==> config.mk <==
export PLATFORM = sky130hd
export DESIGN_NAME = stbs_ctrl_flat
export DESIGN_NICKNAME = d
export VERILOG_FILES = /design/src/rtl/stbs_pkg.sv /design/src/rtl/stbs_ifs.sv /design/src/rtl/stbs_ctrl.sv /design/src/flat_wrapper.sv
export SDC_FILE = /design/constraint.sdc
export NUM_CORES = 1
export LEC_CHECK = 0
export ABC_AREA = 1
export BUFFER_PORTS_ARGS = -buffer_cell sky130_fd_sc_hd__buf_2
export CAP_MARGIN = 5
export CORE_MARGIN = 4
export CORE_UTILIZATION = 56
export CTS_CLUSTER_SIZE = 20
export DETAILED_ROUTE_END_ITERATION = 10
export PLACE_DENSITY = 0.85
export SYNTH_ARGS = -nofsm -noshare
export SYNTH_HDL_FRONTEND = slang
export SYNTH_SLANG_ARGS = --single-unit
==> constraint.sdc <==
create_clock -name clk -period 3.43 [get_ports clk]
set_clock_uncertainty 0.15 [all_clocks]
set_input_delay 0.1715 -clock clk [delete_from_list [all_inputs] [get_ports clk]]
set_output_delay 0.1715 -clock clk [all_outputs]
set_load 0.01 [all_outputs]
==> src/rtl/stbs_pkg.sv <==
// shared types and constants for the sorted table search block
package stbs_pkg;

	localparam int CMD_W         = 2;
	localparam int VAL_W         = 32;
	localparam int POS_W         = 10;
	localparam int DEFAULT_DEPTH = 1024;

	// command codes
	localparam logic [CMD_W-1:0] CMD_CLEAR  = 2'd0;
	localparam logic [CMD_W-1:0] CMD_APPEND = 2'd1;
	localparam logic [CMD_W-1:0] CMD_SEARCH = 2'd2;

	// search result handed from the sequencer to the output register
	typedef struct packed {
		logic             valid;
		logic             found;
		logic [POS_W-1:0] position;
	} stbs_res_t;

endpackage

==> src/rtl/stbs_ifs.sv <==
// valid/ready channel interfaces for commands and search results
interface stbs_cmd_if;
	import stbs_pkg::*;

	logic                    valid;
	logic                    ready;
	logic [CMD_W-1:0]        command;
	logic signed [VAL_W-1:0] value;

	modport source (output valid, output command, output value, input ready);
	modport sink   (input valid, input command, input value, output ready);
endinterface


==> src/rtl/stbs_ctrl.sv <==
// command sequencer: entry count, appends and the binary search probe loop
module stbs_ctrl #(
	parameter int TABLE_DEPTH = stbs_pkg::DEFAULT_DEPTH,
	parameter int AW          = $clog2(TABLE_DEPTH)
) (
	input  logic                     clk,
	input  logic                     arst_n,
	stbs_cmd_if.sink                 request,
	input  logic                     res_free,
	output stbs_pkg::stbs_res_t      res,
	output logic                     wr_en,
	output logic [AW-1:0]            wr_addr,
	output logic [stbs_pkg::VAL_W-1:0] wr_data,
	output logic                     rd_en,
	output logic [AW-1:0]            rd_addr,
	input  logic [stbs_pkg::VAL_W-1:0] rd_data
);
	import stbs_pkg::*;

	localparam int CW = $clog2(TABLE_DEPTH + 1);

	typedef enum logic [1:0] {
		ST_IDLE,
		ST_PROBE,
		ST_CMP,
		ST_DONE
	} state_t;

	state_t                  state_q;
	logic [CW-1:0]           count_q;
	logic [CW-1:0]           lo_q;
	logic [CW-1:0]           hi_q;     // exclusive upper bound
	logic [CW-1:0]           mid_q;
	logic signed [VAL_W-1:0] key_q;
	logic                    found_q;
	logic [POS_W-1:0]        pos_q;

	logic                    accept;
	logic                    full;
	logic                    range_open;
	logic [CW-1:0]           span;
	logic [CW-1:0]           mid_w;
	logic [CW+POS_W-1:0]     mid_wide;
	logic signed [VAL_W-1:0] probe;

	assign accept     = request.valid && request.ready;
	assign full       = (count_q == CW'(TABLE_DEPTH));
	assign range_open = (lo_q < hi_q);
	assign span       = hi_q - lo_q - CW'(1);
	assign mid_w      = lo_q + (span >> 1);
	assign mid_wide   = {{POS_W{1'b0}}, mid_q};
	assign probe      = $signed(rd_data);

	assign request.ready = (state_q == ST_IDLE);

	assign wr_en   = accept && (request.command == CMD_APPEND) && !full;
	assign wr_addr = count_q[AW-1:0];
	assign wr_data = request.value;

	assign rd_en   = (state_q == ST_PROBE) && range_open;
	assign rd_addr = mid_w[AW-1:0];

	assign res.valid    = (state_q == ST_DONE) && res_free;
	assign res.found    = found_q;
	assign res.position = pos_q;

	always_ff @(posedge clk or negedge arst_n) begin
		if (!arst_n) begin
			state_q <= ST_IDLE;
			count_q <= '0;
			lo_q    <= '0;
			hi_q    <= '0;
			mid_q   <= '0;
			key_q   <= '0;
			found_q <= 1'b0;
			pos_q   <= '0;
		end else begin
			case (state_q)
				ST_IDLE: begin
					if (accept) begin
						case (request.command)
							CMD_CLEAR: begin
								count_q <= '0;
							end
							CMD_APPEND: begin
								if (!full) begin
									count_q <= count_q + CW'(1);
								end
							end
							CMD_SEARCH: begin
								lo_q    <= '0;
								hi_q    <= count_q;
								key_q   <= request.value;
								found_q <= 1'b0;
								pos_q   <= '0;
								state_q <= ST_PROBE;
							end
							default: begin
								// unused code, dropped
							end
						endcase
					end
				end
				ST_PROBE: begin
					if (range_open) begin
						mid_q   <= mid_w;
						state_q <= ST_CMP;
					end else begin
						state_q <= ST_DONE;
					end
				end
				ST_CMP: begin
					if (probe == key_q) begin
						found_q <= 1'b1;
						pos_q   <= mid_wide[POS_W-1:0];
						state_q <= ST_DONE;
					end else if (probe < key_q) begin
						lo_q    <= mid_q + CW'(1);
						state_q <= ST_PROBE;
					end else begin
						hi_q    <= mid_q;
						state_q <= ST_PROBE;
					end
				end
				ST_DONE: begin
					if (res_free) begin
						state_q <= ST_IDLE;
					end
				end
				default: begin
					state_q <= ST_IDLE;
				end
			endcase
		end
	end

	a_search_starts: assert property (@(posedge clk) disable iff (!arst_n)
		accept && request.command == CMD_SEARCH |=> state_q == ST_PROBE)
		else $error("search accepted but probe loop not started");

	a_res_no_overwrite: assert property (@(posedge clk) disable iff (!arst_n)
		res.valid |-> res_free)
		else $error("result issued while output register occupied");

	a_bounds_ordered: assert property (@(posedge clk) disable iff (!arst_n)
		state_q != ST_IDLE |-> lo_q <= hi_q && hi_q <= count_q)
		else $error("search bounds out of order");

	a_count_limit: assert property (@(posedge clk) disable iff (!arst_n)
		count_q <= CW'(TABLE_DEPTH))
		else $error("entry count beyond table depth");

	a_read_in_range: assert property (@(posedge clk) disable iff (!arst_n)
		rd_en |-> mid_w < count_q)
		else $error("probe beyond filled entries");

endmodule

==> src/flat_wrapper.sv <==
// flat-port wrapper written by rule: the top's interface ports become plain ports
module stbs_ctrl_flat import stbs_pkg::*;
#(
	parameter int TABLE_DEPTH = stbs_pkg::DEFAULT_DEPTH,
	parameter int AW          = $clog2(TABLE_DEPTH)
)
  (clk, arst_n, res_free, res, wr_en, wr_addr, wr_data, rd_en, rd_addr, rd_data, request_valid, request_command, request_value, request_ready);
  stbs_cmd_if request_i ();
  input  logic clk;
  input  logic arst_n;
  input  logic res_free;
  output stbs_pkg::stbs_res_t res;
  output logic wr_en;
  output logic [AW-1:0] wr_addr;
  output logic [stbs_pkg::VAL_W-1:0] wr_data;
  output logic rd_en;
  output logic [AW-1:0] rd_addr;
  input  logic [stbs_pkg::VAL_W-1:0] rd_data;
  input wire logic [$bits(request_i.valid)-1:0] request_valid;
  input wire logic [$bits(request_i.command)-1:0] request_command;
  input wire logic [$bits(request_i.value)-1:0] request_value;
  output wire logic [$bits(request_i.ready)-1:0] request_ready;
  assign request_i.valid = request_valid;
  assign request_i.command = request_command;
  assign request_i.value = request_value;
  assign request_ready = request_i.ready;
  stbs_ctrl #(.TABLE_DEPTH(TABLE_DEPTH), .AW(AW)) u_core (.clk(clk), .arst_n(arst_n), .request(request_i), .res_free(res_free), .res(res), .wr_en(wr_en), .wr_addr(wr_addr), .wr_data(wr_data), .rd_en(rd_en), .rd_addr(rd_addr), .rd_data(rd_data));
endmodule
==> results.yml, run 1 <==
timing:
  period_share_pct: 96.9
  relSlewSlack_pct: 57.9
  hold_viol: 0
  tightestPinTransition_ns: 0.626
  setup_ws_ns: 0.106
  slew_violations: 0
  fin_crit_ns: 3.32
  setup_viol: 0
  fmax_ghz: 0.301
setup_path:
  rr_endpoint: "u_core.mid_q[9]"
  cp_cell_sequence: "inv_1 > ha_4 > nand2_1 > nor2_2 > a21oi_2 > or2_2 > nand3_1 > xor2_1 > ha_1 > nand2_1 > nor2_2 > nand3_1 > nand4_1 > xor2_1 > buf_2"
  r2r_setup_slack_ns: 0.45
  required_ns: 3.11
  r2r_start: "u_core.hi_q[3]"
  crit_fanout: 5
  r2r_cells: 17
  slowest_delay_ns: 0.38
  worstPathArrival_ns: 3.00
  cp_top_family: "simple AND/OR/NAND/NOR gates"
  cp-end-kind: "primary output"
  critPathKind: "flop to primary output"
  cp-start-kind: "flop"
  path_buf_inv: 2
  crit_slowest_cell: "dfrtp_1"
logic_synthesis:
  synth_warnings: 0
  synthesis.nets: 942
  synth_cells: 805
  synth_ff_type: "dfrtp_1"
  syn_avg_cell_area_um2: 7.99
  yosysUniqueCellTypes: 44
  ys_seq_elements: 89
  syn_area_um2: 6430
  synth_edf_count: 0
  synth_async_sr_flop_share_pct: 100
  synth_seq_area_share_pct: 34.6
layout:
  fillCellCount: 830
  final_common_cell: "nand2_1"
  syn_to_final_growth_pct: 19.1
  multiInputGateArea_um2: 3460
  final_cell_mix: "nand2_1 (158), buf_2 (135), inv_1 (97), dfrtp_1 (84), o21ai_0 (59)"
  nets: 1061
  register_area_um2: 2230
  post-route-util_pct: 69.4
  antenna_cells: 0
  layout.cells.non_filler: 1069
  drive_gt1_share_pct: 26.4
clocking:
  cts_root_buffer: "clkbuf_16"
  cts_tree: "built"
  clk_pin_slew_worst_paths_ns: 0.07
  ctsHtreeMaxLevel: 3
  clock-sinks: 89
  clk_latency_ns: 0.35
  cts.path.max_buffers: 2
  cts_buffers: 9
floorplan:
  die_h_um: 115
  io_pins: 137
  dieWidth_um: 115
  coreArea_um2: 11000
  rows: 38
  dieArea_um2: 13300
  start_util_pct: 58.3
place:
  dp_cells: 1015
  dp_hpwl_mm: 12.0
  gp_congestion: 0.902
  io_buffers: 136
  pre_cts_ws_ns: 0.300
job:
  maxCapViolCount: 0
global_routing:
  grt-ovfl-total: 0
  antenna_found_initial: 0
  grt_pass1_vias: 5985
  grtUsageTotal_pct: 26.5
  grt_pass1_wl_mm: 28.0
  grt_max_degree: 64
pwr:
  max-vdd-ir-drop_mv: 1.00
  power.density_nw_per_um2: 1130
  leakage_uw: 0.00394
routing:
  drtIter0Drc: 371
  ant_nets: 0
  via_per_inst: 5.45
  wl_per_cell_um: 15.9
  drc: 0
  firstDrtPassIters: 8
  wl_mm: 17.0
  via_count: 5827
min_path:
  hold_depth: 4
  holdCritStartpoint: "request_command[0]"
  hold_path_end: "u_core.count_q[1]"
  hold_path.class: "input port to flop"
run_status:
  outcome: "finished clean"
[area by class of cell]
cell class / instances / share of cell area (%)
clock buffers: 10 / 2.99
clock inverters: 6 / 1.19
inverters: 100 / 4.94
multi-input cells: 546 / 45.3
flip-flops and latches: 89 / 29.2
well taps: 140 / 2.29
repair buffers: 178 / 14.2
[metrics by stage]
stage	hold slack, ns	area [um^2]	total power (uW)	TNS (ns)
after floorplan	-0.274	6430	6050	0
after global placement	0.00836	6810	6800	0
after detailed placement	0.0130	6810	6900	0
after CTS	0.107	7510	8120	0
after global routing	0.147	7650	9410	-0.0635
final	0.113	7650	8630	0
[layer usage]
metal | wire length [um] | global-route usage, % | part of all wire [%]
met1 | 6660 | 30.6 | 39
met2 | 8530 | 47.0 | 50
met3 | 1220 | 6.00 | 7.2
met4 | 575 | 11.7 | 3.4
met5 | 0 | 0 | 0
[tightest hold or removal path: stages]
cell and delay, ns:
buf_2 0.09, and3_1 0.19, nand2_1 0.05, o21ai_0 0.06
[what timing repair did]
action / CTS / global route
hold endpoints to repair: 69 / 0
buffers inserted: 0 / 4
resized for setup: 7 / 36
setup endpoints to repair: 3 / 6
pin swaps: 0 / 4
hold buffers: 34 / 0
[cell families after synthesis]
logic type | after synthesis | share of synthesized area [%]
flops | 89 | 34.6
fa+ha+maj | 67 | 13.3
xor+xnor | 20 | 2.72
mux | 10 | 1.75
simple gates | 315 | 22.5
compound gates | 134 | 11.3
buf+inv | 170 | 13.8
[cells in the mapped netlist (3+ instances only)]
cell type  count  area (um^2)
a21oi_1       46          230
buf_2          4         20.0
buf_4         54          405
clkbuf_1       8         30.0
dfrtp_1       89         2230
ha_1          65          813
inv_1         97          364
mux2_2        10          113
nand2_1      159          597
nand2_2       23          144
nand3_1       49          245
nand4_1       13         81.3
nor2_1        41          154
nor2_2         3         18.8
nor3_1        10         50.1
nor4_1         4         25.0
o21ai_0       65          325
o21bai_1      11         82.6
xnor2_1        7         61.3
xor2_1        13          114
[worst max path at each step]
stage | startpoint | end | slack, ns | cells after the start
4_1_cts | u_core.lo_q[1] | rd_addr[8] | 0.03 | 12
3_5_place_dp | u_core.lo_q[2] | rd_addr[9] | 0.30 | 14
6_report | u_core.hi_q[3] | rd_addr[9] | 0.11 | 15
2_1_floorplan | u_core.lo_q[3] | rd_addr[9] | 0.55 | 14
5_1_grt | u_core.hi_q[3] | rd_addr[9] | -0.04 | 15
3_3_place_gp | u_core.lo_q[1] | rd_addr[8] | 0.38 | 12
[state kept, by name (all words and copies together), names as in the netlist]
signal	flops
u_core.count_q	11
u_core.found_q	1
u_core.hi_q	11
u_core.key_q	32
u_core.lo_q	11
u_core.mid_q	11
u_core.pos_q	10
u_core.state_q	2
[report_power, final]
part | switching (uW) | internal (uW)
Combinational | 3490 | 2240
Sequential | 325 | 1500
Clock | 442 | 642
(Power assumes the default switching activity.)
==> inputs of run 2 (changes only) <==
REMOVE_ABC_BUFFERS = 1   (was default)
==> run 2 against run 1 <==
Hold slack better by 0.0048 ns. Global-route usage down 0.56 points. Final cell count up 0.65%. Maximum frequency up 0.12%. Total power up 4.7%. Sequential cell count unchanged.
==> results.yml, run 2 (same netlist as run 1, synthesis figures left out) <==
run_status:
  outcome: "finished clean"
setup_path:
  rr_endpoint: "u_core.mid_q[7]"
  cp-start-kind: "flop"
  worstPathArrival_ns: 3.00
  crit_fanout: 5
  r2r_setup_slack_ns: 0.44
  cp-end-kind: "primary output"
  required_ns: 3.11
  critPathKind: "flop to primary output"
  r2r_start: "u_core.hi_q[0]"
  r2r_cells: 15
global_routing:
  grt_pass1_wl_mm: 27.5
  grt-ovfl-total: 0
  grt_pass1_vias: 5818
  antenna_found_initial: 0
  grtUsageTotal_pct: 26.0
  grt_max_degree: 64
layout:
  register_area_um2: 2240
  layout.cells.non_filler: 1076
  nets: 1068
  antenna_cells: 0
  final_area_um2: 7830
  drive_gt1_share_pct: 28.2
  final_common_cell: "nand2_1"
  fillCellCount: 792
  largest_register: "u_core.key_q"
  largest_reg_flops: 32
  multiInputGateArea_um2: 3560
  syn_to_final_growth_pct: 21.8
  final_cell_mix: "nand2_1 (155), buf_2 (135), inv_1 (96), dfrtp_1 (80), o21ai_0 (59)"
routing:
  firstDrtPassIters: 6
  wl_per_cell_um: 16.0
  via_count: 5911
  via_per_inst: 5.49
  ant_nets: 0
  drtIter0Drc: 513
  wl_mm: 17.2
  drc: 0
timing:
  setup_viol: 0
  slew_violations: 0
  setup_ws_ns: 0.110
  period_share_pct: 96.8
  fmax_ghz: 0.301
  relSlewSlack_pct: 48.6
  hold_viol: 0
  whs_ns: 0.118
  tightestPinTransition_ns: 0.771
  fin_crit_ns: 3.32
  rsz0062_at_grt: "yes"
clocking:
  clock-sinks: 89
  cts_tree: "built"
  clk_latency_ns: 0.34
  ctsHtreeMaxLevel: 3
  clk_pin_slew_worst_paths_ns: 0.07
  cts_root_buffer: "clkbuf_16"
  cts.path.max_buffers: 2
  cts_buffers: 9
place:
  pre_cts_ws_ns: 0.254
  placed_cell_area_um2: 6810
  gp_congestion: 0.906
  dp_hpwl_mm: 11.8
  io_buffers: 136
  dp_cells: 1015
min_path:
  hold_path.class: "input port to flop"
  hold_path_end: "u_core.count_q[1]"
  hold_depth: 4
  holdCritStartpoint: "request_command[0]"
floorplan:
  coreArea_um2: 11000
  die_h_um: 115
  io_pins: 137
  dieArea_um2: 13300
  rows: 38
  start_util_pct: 58.3
  dieWidth_um: 115
pwr:
  max-vdd-ir-drop_mv: 1.02
  p_total_uw: 9040
  power.density_nw_per_um2: 1150
  leakage_uw: 0.00401
job:
  maxCapViolCount: 0
==> run 2: per-stage QoR <==
step           util (%)  TNS [ns]
2_1_floorplan         -         0
3_3_place_gp       61.7         0
3_5_place_dp       61.7         0
4_1_cts            68.4         0
5_1_grt            71.0    -0.235
6_report           71.0         0
==> run 2: report_power, final <==
group | total, uW | switching, uW | leakage [uW] | internal, uW
combinational | 6090 | 3690 | 0.00271 | 2400
clock | 1130 | 400 | 0.000166 | 731
sequential | 1820 | 319 | 0.00113 | 1500
==> run 2: repair_timing <==
item	in CTS	in global routing
pin swaps	0	15
gates resized for setup	8	53
endpoints found under the hold margin	95	0
buffers inserted	1	10
hold buffers	34	0
setup endpoints to repair	3	5
==> run 2: worst max-delay path by stage <==
stage	from	to	slack, ns	cells past startpoint
after floorplan	u_core.lo_q[3]	u_core.mid_q[9]	0.52	15
after global placement	u_core.lo_q[3]	rd_addr[8]	0.31	12
after detailed placement	u_core.lo_q[3]	rd_addr[8]	0.25	12
after CTS	u_core.lo_q[5]	rd_addr[8]	0.02	12
after global routing	u_core.hi_q[0]	rd_addr[7]	-0.07	14
final	u_core.hi_q[4]	rd_addr[9]	0.11	15
==> run 2: area by class of cell <==
class                   count  share of cell area [%]
multi-input cells         546                    45.4
clock buffers              11                    3.10
inverters                 100                    4.83
clock inverters             5                    1.31
flip-flops and latches     89                    28.6
well taps                 140                    2.24
repair buffers            185                    14.5
==> run 2: layer usage <==
layer,vias up,GRT usage [%],share of wire [%]
met1,2736,30.3,38
met2,285,45.2,49
met5,-,0,0
met4,0,10.3,3.5
li1,2840,-,-
met3,50,7.16,8.9
==> run 2: worst max-delay path, stage by stage (launching register included) <==
cell	delay, ns
dfrtp_1	0.40
inv_1	0.10
ha_4	0.23
a21oi_1	0.21
o21ai_2	0.11
a21oi_2	0.15
or2_2	0.13
nand3_1	0.09
xor2_1	0.16
ha_1	0.34
nand2_1	0.08
nor2_1	0.13
nand3_1	0.09
nand4_1	0.09
xor2_1	0.19
buf_2	0.16
